<file path="src/rtl/lsd_pkg.sv">
`timescale 1ns / 1ps
// Package for the LRU stack distance block: widths, reset values and the link type
// that runs along the row of stack cells. It depends on nothing else.
package lsd_pkg;

	localparam int CAPACITY_DEF  = 16;
	localparam int PAGE_BITS_DEF = 32;
	localparam int CAP_REG_W     = 5;
	localparam int DEPTH_W       = 4;

	localparam logic [CAP_REG_W-1:0] CAP_RESET = 5'd16;

	typedef struct packed {
		logic               found;
		logic [DEPTH_W-1:0] depth;
	} lsd_link_t;

endpackage

</file>
<file path="src/rtl/lsd_if.sv">
`timescale 1ns / 1ps
// Channel interfaces of the LRU stack distance block: page requests, results and
// capacity writes. Uses lsd_pkg for the field widths.
interface lsd_page_if #(
	parameter int PAGE_BITS = lsd_pkg::PAGE_BITS_DEF
);
	logic                 valid;
	logic                 ready;
	logic [PAGE_BITS-1:0] page_number;

	modport source (output valid, output page_number, input ready);
	modport sink   (input valid, input page_number, output ready);
endinterface

interface lsd_result_if;
	logic                         valid;
	logic                         ready;
	logic                         hit;
	logic [lsd_pkg::DEPTH_W-1:0]  depth;

	modport source (output valid, output hit, output depth, input ready);
	modport sink   (input valid, input hit, input depth, output ready);
endinterface

interface lsd_cfg_if;
	logic                          valid;
	logic                          ready;
	logic [lsd_pkg::CAP_REG_W-1:0] data;

	modport source (output valid, output data, input ready);
	modport sink   (input valid, input data, output ready);
endinterface

</file>
<file path="src/rtl/lsd_cell.sv">
`timescale 1ns / 1ps
// One stack position: holds a page, compares it with the requested page and takes
// its neighbor's page when the entries in front of it move down. Uses lsd_pkg.
module lsd_cell #(
	parameter int INDEX     = 0,
	parameter int CNT_W     = 5,
	parameter int PAGE_BITS = 32
) (
	input  logic                   clk,
	input  logic                   shift_en,
	input  logic [PAGE_BITS-1:0]   key,
	input  logic [PAGE_BITS-1:0]   prev_page,
	input  logic [CNT_W-1:0]       occ,
	input  lsd_pkg::lsd_link_t     link_in,
	output lsd_pkg::lsd_link_t     link_out,
	output logic [PAGE_BITS-1:0]   page_out
);
	import lsd_pkg::*;

	logic [PAGE_BITS-1:0] page_q;
	logic                 match;
	logic                 first;

	assign match = (page_q == key) && (CNT_W'(INDEX) < occ);
	assign first = match && !link_in.found;

	assign link_out.found = link_in.found | match;
	assign link_out.depth = link_in.depth | (first ? DEPTH_W'(INDEX) : '0);
	assign page_out       = page_q;

	always_ff @(posedge clk) begin
		if (shift_en && !link_in.found) begin
			page_q <= prev_page;
		end
	end

endmodule

</file>
<file path="src/rtl/lru_stack_distance.sv">
`timescale 1ns / 1ps
// LRU stack distance block: a row of CAPACITY compare-and-shift cells, most recent first.
// An accepted request's result is registered and shown in the next cycle. One request
// per cycle is taken, limited only by the single output register when results stall.
// The search, reorder and count update all happen in the accept cycle along the cell row.
// Reset empties the stack and sets the capacity to 16; stored pages are not cleared.
// Depends on lsd_pkg, lsd_if and lsd_cell.
module lru_stack_distance #(
	parameter int CAPACITY  = lsd_pkg::CAPACITY_DEF,
	parameter int PAGE_BITS = lsd_pkg::PAGE_BITS_DEF
) (
	input  logic         clk,
	input  logic         arst_n,
	lsd_page_if.sink     page,
	lsd_result_if.source result,
	lsd_cfg_if.sink      cfg
);
	import lsd_pkg::*;

	localparam int CNT_W = $clog2(CAPACITY + 1);
	localparam int CMP_W = (CNT_W > CAP_REG_W) ? CNT_W : CAP_REG_W;

	logic [CAP_REG_W-1:0] cap_q;
	logic [CNT_W-1:0]     occ_q;
	logic                 res_valid_q;
	logic                 hit_q;
	logic [DEPTH_W-1:0]   depth_q;

	logic [CMP_W-1:0]     cap_cmp;
	logic [CNT_W-1:0]     eff_cap;
	logic                 in_fire;
	logic                 cfg_fire;

	lsd_link_t            links [0:CAPACITY];
	logic [PAGE_BITS-1:0] pages [0:CAPACITY-1];

	assign cap_cmp  = (CMP_W'(cap_q) > CMP_W'(CAPACITY)) ? CMP_W'(CAPACITY) : CMP_W'(cap_q);
	assign eff_cap  = cap_cmp[CNT_W-1:0];
	assign page.ready = !res_valid_q || result.ready;
	assign in_fire  = page.valid && page.ready;
	assign cfg.ready = 1'b1;
	assign cfg_fire = cfg.valid;

	assign links[0] = '0;

	for (genvar k = 0; k < CAPACITY; k++) begin : g_cell
		logic [PAGE_BITS-1:0] prev;
		if (k == 0) begin : g_head
			assign prev = page.page_number;
		end else begin : g_body
			assign prev = pages[k-1];
		end
		lsd_cell #(
			.INDEX     (k),
			.CNT_W     (CNT_W),
			.PAGE_BITS (PAGE_BITS)
		) u_cell (
			.clk       (clk),
			.shift_en  (in_fire),
			.key       (page.page_number),
			.prev_page (prev),
			.occ       (occ_q),
			.link_in   (links[k]),
			.link_out  (links[k+1]),
			.page_out  (pages[k])
		);
	end

	always_ff @(posedge clk or negedge arst_n) begin
		if (!arst_n) begin
			cap_q       <= CAP_RESET;
			occ_q       <= '0;
			res_valid_q <= 1'b0;
		end else begin
			if (cfg_fire) begin
				cap_q <= cfg.data;
				occ_q <= '0;
			end else if (in_fire && !links[CAPACITY].found) begin
				occ_q <= (occ_q < eff_cap) ? occ_q + CNT_W'(1) : eff_cap;
			end
			if (in_fire) begin
				res_valid_q <= 1'b1;
			end else if (result.ready) begin
				res_valid_q <= 1'b0;
			end
		end
	end

	always_ff @(posedge clk) begin
		if (in_fire) begin
			hit_q   <= links[CAPACITY].found;
			depth_q <= links[CAPACITY].depth;
		end
	end

	assign result.valid = res_valid_q;
	assign result.hit   = hit_q;
	assign result.depth = depth_q;

endmodule

</file>
<file path="src/flat_wrapper.sv">
// flat-port wrapper written by rule: the top's interface ports become plain ports
module lru_stack_distance_flat import lsd_pkg::*;
#(
	parameter int CAPACITY  = lsd_pkg::CAPACITY_DEF,
	parameter int PAGE_BITS = lsd_pkg::PAGE_BITS_DEF
)
  (clk, arst_n, page_valid, page_page_number, page_ready, result_valid, result_hit, result_depth, result_ready, cfg_valid, cfg_data, cfg_ready);
  lsd_page_if #(.PAGE_BITS(PAGE_BITS)) page_i ();
  lsd_result_if result_i ();
  lsd_cfg_if cfg_i ();
  input  logic clk;
  input  logic arst_n;
  input wire logic [$bits(page_i.valid)-1:0] page_valid;
  input wire logic [$bits(page_i.page_number)-1:0] page_page_number;
  output wire logic [$bits(page_i.ready)-1:0] page_ready;
  output wire logic [$bits(result_i.valid)-1:0] result_valid;
  output wire logic [$bits(result_i.hit)-1:0] result_hit;
  output wire logic [$bits(result_i.depth)-1:0] result_depth;
  input wire logic [$bits(result_i.ready)-1:0] result_ready;
  input wire logic [$bits(cfg_i.valid)-1:0] cfg_valid;
  input wire logic [$bits(cfg_i.data)-1:0] cfg_data;
  output wire logic [$bits(cfg_i.ready)-1:0] cfg_ready;
  assign page_i.valid = page_valid;
  assign page_i.page_number = page_page_number;
  assign page_ready = page_i.ready;
  assign result_valid = result_i.valid;
  assign result_hit = result_i.hit;
  assign result_depth = result_i.depth;
  assign result_i.ready = result_ready;
  assign cfg_i.valid = cfg_valid;
  assign cfg_i.data = cfg_data;
  assign cfg_ready = cfg_i.ready;
  lru_stack_distance #(.CAPACITY(CAPACITY), .PAGE_BITS(PAGE_BITS)) u_core (.clk(clk), .arst_n(arst_n), .page(page_i), .result(result_i), .cfg(cfg_i));
endmodule
</file>
<file path="config.mk">
export PLATFORM = sky130hd
export DESIGN_NAME = lru_stack_distance_flat
export DESIGN_NICKNAME = d
export VERILOG_FILES = /design/src/rtl/lsd_pkg.sv /design/src/rtl/lsd_if.sv /design/src/rtl/lsd_cell.sv /design/src/rtl/lru_stack_distance.sv /design/src/flat_wrapper.sv
export SDC_FILE = /design/constraint.sdc
export NUM_CORES = 1
export LEC_CHECK = 0
export BUFFER_PORTS_ARGS = -buffer_cell sky130_fd_sc_hd__buf_2
export CAP_MARGIN = 20
export CORE_UTILIZATION = 50
export CTS_BUF_LIST = sky130_fd_sc_hd__clkbuf_8
export CTS_CLUSTER_DIAMETER = 50
export DETAILED_ROUTE_END_ITERATION = 10
export PLACE_DENSITY = 0.68
export SLEW_MARGIN = 15
export SYNTH_ARGS = -nofsm -noshare
export SYNTH_HDL_FRONTEND = slang
export SYNTH_SLANG_ARGS = --single-unit
</file>
<file path="constraint.sdc">
create_clock -name clk -period 5.3 [get_ports clk]
set_input_delay 1.59 -clock clk [delete_from_list [all_inputs] [get_ports clk]]
set_output_delay 1.59 -clock clk [all_outputs]
set_load 0.01 [all_outputs]
</file>
Yosys cells after proc, flatten, opt, wreduce, memory -nomap -nowiden:

Index checks and enable logic that the tools add are counted.

* add/subtract/negate cells: 1
* $lt $le $gt $ge: 18
* equality and inequality tests: 16
* mux-type cells: 21
* bitwise logic cells: 29
* reduce and logical (&&, ||, !) cells: 68

Operators with widths (count)
* $eq 32x32->1: 16
* $logic_and 1x1->1: 48
* $lt 4x5->1 const A: 8
* $mux 4: 8
* $or 4x4->4: 8
* $lt 3x5->1 const A: 4
* $mux 5: 4
* $logic_not 1->1: 17
* $or 4x3->4: 4
* $or 1x1->1: 15
* $mux 3: 4
* $lt 1x5->1 const A: 2
* $lt 2x5->1 const A: 2
* $or 4x2->4: 2
* $add 5x1->5 const B: 1
* $gt 5x5->1 const B: 1
* $lt 5x5->1: 1
* $mux 2: 2
* $reduce_bool 2->1: 2
* $mux 1: 3
* $logic_or 1x1->1: 1

* flip-flop bits (word level): 528
* word-level logic and storage cells: 174

Depth between registers and ports, before layout:

* word-level depth: 21
* depth in mapped cells: 13
* gate-level depth less buffers: 11

Cells and area by module:

From an unflattened synthesis, not the netlist that was laid out.

* cells, all modules: 1478
* area total of the unflattened synthesis: 23164.7 µm²

Modules (own cells, without submodules)
* lsd_cell (u_core.g_cell[15].u_cell): instances 1, cells each 98, area an instance 1453.9 µm²
* lsd_cell (u_core.g_cell[7].u_cell): instances 1, cells each 93, area an instance 1453.9 µm²
* lsd_cell (u_core.g_cell[5].u_cell): instances 1, cells each 88, area an instance 1406.3 µm²
* lsd_cell (u_core.g_cell[12].u_cell): instances 1, cells each 89, area an instance 1401.3 µm²
* lsd_cell (u_core.g_cell[4].u_cell): instances 1, cells each 92, area an instance 1398.8 µm²
* lsd_cell (u_core.g_cell[6].u_cell): instances 1, cells each 87, area an instance 1393.8 µm²
* lsd_cell (u_core.g_cell[10].u_cell): instances 1, cells each 86, area an instance 1390.1 µm²
* lsd_cell (u_core.g_cell[9].u_cell): instances 1, cells each 85, area an instance 1386.3 µm²
* lsd_cell (u_core.g_cell[1].u_cell): instances 1, cells each 84, area an instance 1385.1 µm²
* lsd_cell (u_core.g_cell[3].u_cell): instances 1, cells each 88, area an instance 1383.8 µm²
* lsd_cell (u_core.g_cell[11].u_cell): instances 1, cells each 89, area an instance 1382.6 µm²
* lsd_cell (u_core.g_cell[2].u_cell): instances 1, cells each 84, area an instance 1382.6 µm²
* lsd_cell (u_core.g_cell[14].u_cell): instances 1, cells each 86, area an instance 1377.6 µm²
* lsd_cell (u_core.g_cell[8].u_cell): instances 1, cells each 84, area an instance 1377.6 µm²
* +3 rows

Worst setup path after synthesis:

No wires, ideal clock.

* path type: input-to-reg
* start point: in page_page_number[24]
* end point: reg u_core.g_cell[15].u_cell.page_q[0], enable pin
* setup time: 0.461 ns
* arrival time: 6.235 ns
* setup slack: -1.396 ns
* stages on the path: 11
* path buffers: 1
* path through: buf_4 > xor2_1 > nor4_1 > nand4_1 > a2111oi_2 > or3_1 > inv_2 > nand2_1 > inv_1 > nand2_1 > nor3_1

* word-level cells in the longest chain between the ends: 18
* elaborated cells between the ends (all ways): 46
* classes of those cells: eq/ne (15); bitwise (14); reduce/logical (17)

RTL lines
* start: declaration: RTL line flat_wrapper.sv:14 `input wire logic [$bits(page_i.page_number)-1:0] page_page_number;`
* $eq 32x32->1: RTL line lsd_cell.sv:24 `assign match = (page_q == key) && (CNT_W'(INDEX) < occ);`
* $logic_and 1x1->1: RTL line lsd_cell.sv:24
* $or 1x1->1 (13 in a row): RTL line lsd_cell.sv:27 `assign link_out.found = link_in.found | match;`
* $or 1x1->1 (*): RTL line lsd_cell.sv:27
* $logic_not 1->1 (*): RTL line lsd_cell.sv:32 `if (shift_en && !link_in.found) begin`
* $logic_and 1x1->1 (*): RTL line lsd_cell.sv:32
* end signal: assignment: RTL line lsd_cell.sv:33 `page_q <= prev_page;`
* end: declaration: RTL line lsd_cell.sv:20 `logic [PAGE_BITS-1:0] page_q;`

Mark *: on every way between the ends. The rest lies on a longest branch, timed or not.
A chain may end at the register's enable or synchronous reset.

Final worst setup path:

* start point: in page_page_number[19]
* end point: reg u_core.g_cell[13].u_cell.page_q[25], enable pin

* word-level cells in the longest chain between the ends: 16
* elaborated cells between the ends (all ways): 40
* classes of those cells: eq/ne (13); bitwise (12); reduce/logical (15)

RTL lines (RTL line)
* $eq 32x32->1: lsd_cell.sv:24
* $logic_and 1x1->1: lsd_cell.sv:24
* $or 1x1->1 (11 in a row): lsd_cell.sv:27
* $or 1x1->1 (*): lsd_cell.sv:27
* $logic_not 1->1 (*): lsd_cell.sv:32
* $logic_and 1x1->1 (*): lsd_cell.sv:32
* end signal: assignment: lsd_cell.sv:33
* end: declaration: lsd_cell.sv:20

Marks and branches as above.

==> flow_summary_export.csv <==
group,metric,value,unit
worst_setup_path,worstPathRequired,5.66,ns
clocking,tritoncts,"yes",
route,drt_pass1_iterations,8,
timing,max_freq,227.1,MHz
yosys,number_of_distinct_standard_cells_referenced_by_the_synthesized_netlist,60,
floorplan,chipHeight,216.3,um
min_path,min_to,"u_core.g_cell[10].u_cell.page_out[14]$_DFFE_PP_",
worst_setup_path,critical_path_peak_fanout,17,
timing,layout_setup_ws,0.8974,ns
clocking,hold_buffers,0,
worst_setup_path,r2r_slack,0.98,ns
worst_setup_path,timing.rr.start,"u_core.occ_q[4]$_DFFE_PN0P_",
global_routing,grt_first_pass_wirelength,81260,um
global_routing,global_route.usage.total,24.34,%
worst_setup_path,critical_path.endpoint_type,"flop",
worst_setup_path,reg2reg_depth,9,
timing,layout_min_cycle_time,4.403,ns
min_path,worstHoldStart,"u_core.g_cell[9].u_cell.page_out[14]$_DFFE_PP_",
yosys,post_synthesis_mean_instance_area,16.14,um2
floorplan,start_util,50.70,%
timing,setup_repair_after_global_routing_missed_its_margin,"no",
yosys,synth_sequential_area_ratio,68.83,%
cells_and_area,diodes,0,
route,dr.first_iter.drc_count,932,
pwr,max-vdd-ir-drop,0.0002245,V
worst_setup_path,setup.worst_path.class,"input pin to flop",
yosys,synth-async-reset-ratio,2.083,%
global_routing,largest_net_degree_at_the_start_of_global_routing,34,
global_routing,busiest_layer,"met2",
timing,final_critical_path_share_of_the_clock_period,83.07,%
clocking,cts-resized-gates,0,
clocking,postCtsSetupBuffers,0,
timing,tightestPinTransition,0.9394,ns
route,route.detailed.vias_per_inst,5.467,
global_routing,grtUsageMet1,26.84,%
clocking,clk-insertion-delay-late,0.67,ns
route,routedWlPerCell,25.19,um
placement,placedInstanceArea,23790,um2
global_routing,grt_pass1_vias,12850,
route,detail_route.drc_violations,1,
timing,finClkSkew,0.02681,ns
clocking,clk_transition_reported_paths,0.06,ns
placement,buffer_ports.inserted,48,
clocking,clock_tree.root_cell,"sky130_fd_sc_hd__clkbuf_8",
floorplan,design.portCount,50,
clocking,cts.sinks,528,
cells_and_area,nets,1595,
worst_setup_path,crit-reg2reg-capture,"u_core.g_cell[13].u_cell.page_out[25]$_DFFE_PP_",
route,final_antenna_net_count,0,
yosys,netlist_area,22960,um2
min_path,hold_path_class,"flop to flop",
global_routing,groute.layer.met2.usage,44.86,%
worst_setup_path,worstSetupStartpointType,"input pin",
cells_and_area,flow.area_growth_from_synthesis,10.07,%
route,postRouteWirelength,55590,um
timing,finalSetupTns,0,ns
global_routing,grt.met3_usage,4.211,%
timing,final-hold-violation-count,0,
placement,placedCellCount,2061,
cells_and_area,final_cell_area,25270,um2
clocking,clock_tree.buffer_depth,3,
floorplan,die_width,216.3,um
pwr,static-leakage-power,8.612,nW
global_routing,antenna_found_initial,0,
cells_and_area,drive_gt1_share,15.37,%
clocking,number_of_buffers_added_by_the_clock_tree_synthesis_step,85,
yosys,synth.yosys.warnings,0,
floorplan,placement_rows,78,
yosys,syn-num-nets,1469,
timing,final_max_slew_viol_count,0,
route,vias,12070,
yosys,main_flop_type_after_synthesis,"sky130_fd_sc_hd__edfxtp_1",
floorplan,core_area,45280,um2
pwr,power-per-cell-area,354.5,nW/um2
yosys,postSynthCellCount,1422,
cells_and_area,final_cells,2207,
placement,dp_hpwl,41970,um
status,failed_checks,"DRC",
placement,final_wtd_congestion,0.9063,
yosys,synth-seq-cells,528,
timing,setup_viol,0,
status,result_of_the_run,"finished with violations",
job,maxCapViolations,0,
yosys,synth_edf_count,517,
worst_setup_path,critPathArrivalTime,4.77,ns
min_path,hold_path_depth,0,
floorplan,floorplan.die_area,46770,um2
placement,placement.setup.worst_slack,0.2697,ns
timing,worst_slew_margin_rel,37.31,%
clocking,clock_tree.htree_level_count,3,
timing,fin_worst_hold_slack,0.4552,ns
global_routing,globalRoute.totalOverflow,0,
## where the power goes
part           total (mW)  switching [mW]  leakage [nW]  internal [mW]
clock                3.14            1.56         0.843           1.58
combinational       0.772           0.487          2.71          0.285
sequential           5.05           0.173          5.06           4.88
## sequential cells by signal, indices dropped and copies added (netlist names)
name                           cells
u_core.result.depth                4
u_core.cap_q                       5
u_core.result.valid                1
u_core.occ_q                       5
u_core.result.hit                  1
u_core.g_cell.u_cell.page_out    512
## per-layer routing
metal	routed length [um]	vias to the layer above
met4	2752	0
met5	0	-
li1	-	5460
met2	29810	382
met3	2517	137
met1	20510	6087
## synthesized netlist by cell type, drive strengths merged (2+ instances only)
library cell / instances / area share [%]
edfxtp: 517 / 68
xor2: 293 / 11
xnor2: 219 / 8.4
nor4: 79 / 2.3
buf: 69 / 3.0
nand4: 67 / 1.9
nand3: 21 / 0.50
nor3: 20 / 0.49
nand2: 15 / 0.25
nor2: 15 / 0.26
a21oi: 12 / 0.26
inv: 11 / 0.18
dfrtp: 10 / 1.1
o21ai: 8 / 0.17
nand2b: 7 / 0.19
ha: 5 / 0.27
or3: 5 / 0.14
clkbuf: 4 / 0.065
mux2: 4 / 0.20
nor2b: 4 / 0.11
a21o: 3 / 0.098
or2: 3 / 0.082
or4: 3 / 0.11
a2111oi: 2 / 0.10
a211oi: 2 / 0.087
a31oi: 2 / 0.054
and2: 2 / 0.054
and3: 2 / 0.054
## cell usage in the layout, fill, tap and decap left out, types with 6 or more instances in the layout
| cell | instances |
|---|---|
| sky130_fd_sc_hd__xnor2_1 | 219 |
| sky130_fd_sc_hd__clkinv_1 | 22 |
| sky130_fd_sc_hd__nor2_2 | 8 |
| sky130_fd_sc_hd__inv_1 | 34 |
| sky130_fd_sc_hd__o21ai_0 | 7 |
| sky130_fd_sc_hd__buf_4 | 61 |
| sky130_fd_sc_hd__xor2_1 | 293 |
| sky130_fd_sc_hd__nor4_1 | 75 |
| sky130_fd_sc_hd__buf_2 | 48 |
| sky130_fd_sc_hd__nor2_1 | 7 |
| sky130_fd_sc_hd__nor3_1 | 18 |
| sky130_fd_sc_hd__nand3_1 | 19 |
| sky130_fd_sc_hd__a21oi_1 | 12 |
| sky130_fd_sc_hd__clkbuf_8 | 88 |
| sky130_fd_sc_hd__clkinv_2 | 6 |
| sky130_fd_sc_hd__nand4_1 | 65 |
| sky130_fd_sc_hd__dfrtp_1 | 10 |
| sky130_fd_sc_hd__edfxtp_1 | 517 |
| sky130_fd_sc_hd__nand2b_1 | 7 |
| sky130_fd_sc_hd__nand2_1 | 15 |
## through the flow
step | utilization (%) | power, mW
global placement | 52.54 | 5.892
global route | 55.80 | 9.260
detailed placement | 52.54 | 5.911
floorplan | - | 5.620
finish | 55.80 | 8.959
CTS | 55.80 | 9.025
## cell type report
cell class | instances | area (um2)
sequential | 528 | 15800
timing repair buffer | 112 | 758.2
clock inverter | 58 | 267.8
fill | 3654 | 20010
multi-input combinational | 810 | 6435
inverter | 11 | 45.04
tap | 600 | 750.7
clock buffer | 88 | 1211
## cells by family (layout without fill, tap and decap cells)
kind of cell | count (synthesis) | in the layout | share of synthesized area [%]
muxes | 5 | 5 | 0.2398
buffers and inverters | 84 | 269 | 3.270
DFF | 528 | 528 | 68.83
other | 1 | 1 | 0.01633
adders and majority gates | 5 | 5 | 0.2725
xor gates and xnor gates | 512 | 512 | 19.53
AOI/OAI and AO/OA | 39 | 39 | 1.166
and+or+nand+nor | 248 | 248 | 6.671
## worst max path at each step
stage                              start                                              end  slack (ns)  cells after the start
floorplan           page_page_number[24]    u_core.g_cell[7].u_cell.page_out[0]$_DFFE_PP_        0.21                     10
global placement    page_page_number[19]  u_core.g_cell[13].u_cell.page_out[26]$_DFFE_PP_        0.27                     11
detailed placement  page_page_number[19]  u_core.g_cell[13].u_cell.page_out[22]$_DFFE_PP_        0.27                     11
CTS                 page_page_number[19]  u_core.g_cell[13].u_cell.page_out[12]$_DFFE_PP_        0.94                     11
global route        page_page_number[19]  u_core.g_cell[13].u_cell.page_out[28]$_DFFE_PP_        0.74                     11
finish              page_page_number[19]  u_core.g_cell[13].u_cell.page_out[25]$_DFFE_PP_        0.90                     11
## worst max-delay path, stage by stage
cell	delay [ns]
sky130_fd_sc_hd__buf_2	0.32
sky130_fd_sc_hd__buf_4	0.21
sky130_fd_sc_hd__xor2_1	0.29
sky130_fd_sc_hd__nor3_1	0.11
sky130_fd_sc_hd__nand3_1	0.10
sky130_fd_sc_hd__or4_1	0.24
sky130_fd_sc_hd__nand4_2	0.22
sky130_fd_sc_hd__nor4b_4	0.41
sky130_fd_sc_hd__nand2_1	0.24
sky130_fd_sc_hd__nor2_2	0.77
sky130_fd_sc_hd__buf_12	0.25
Note: power is estimated with default switching activity, not from simulation.
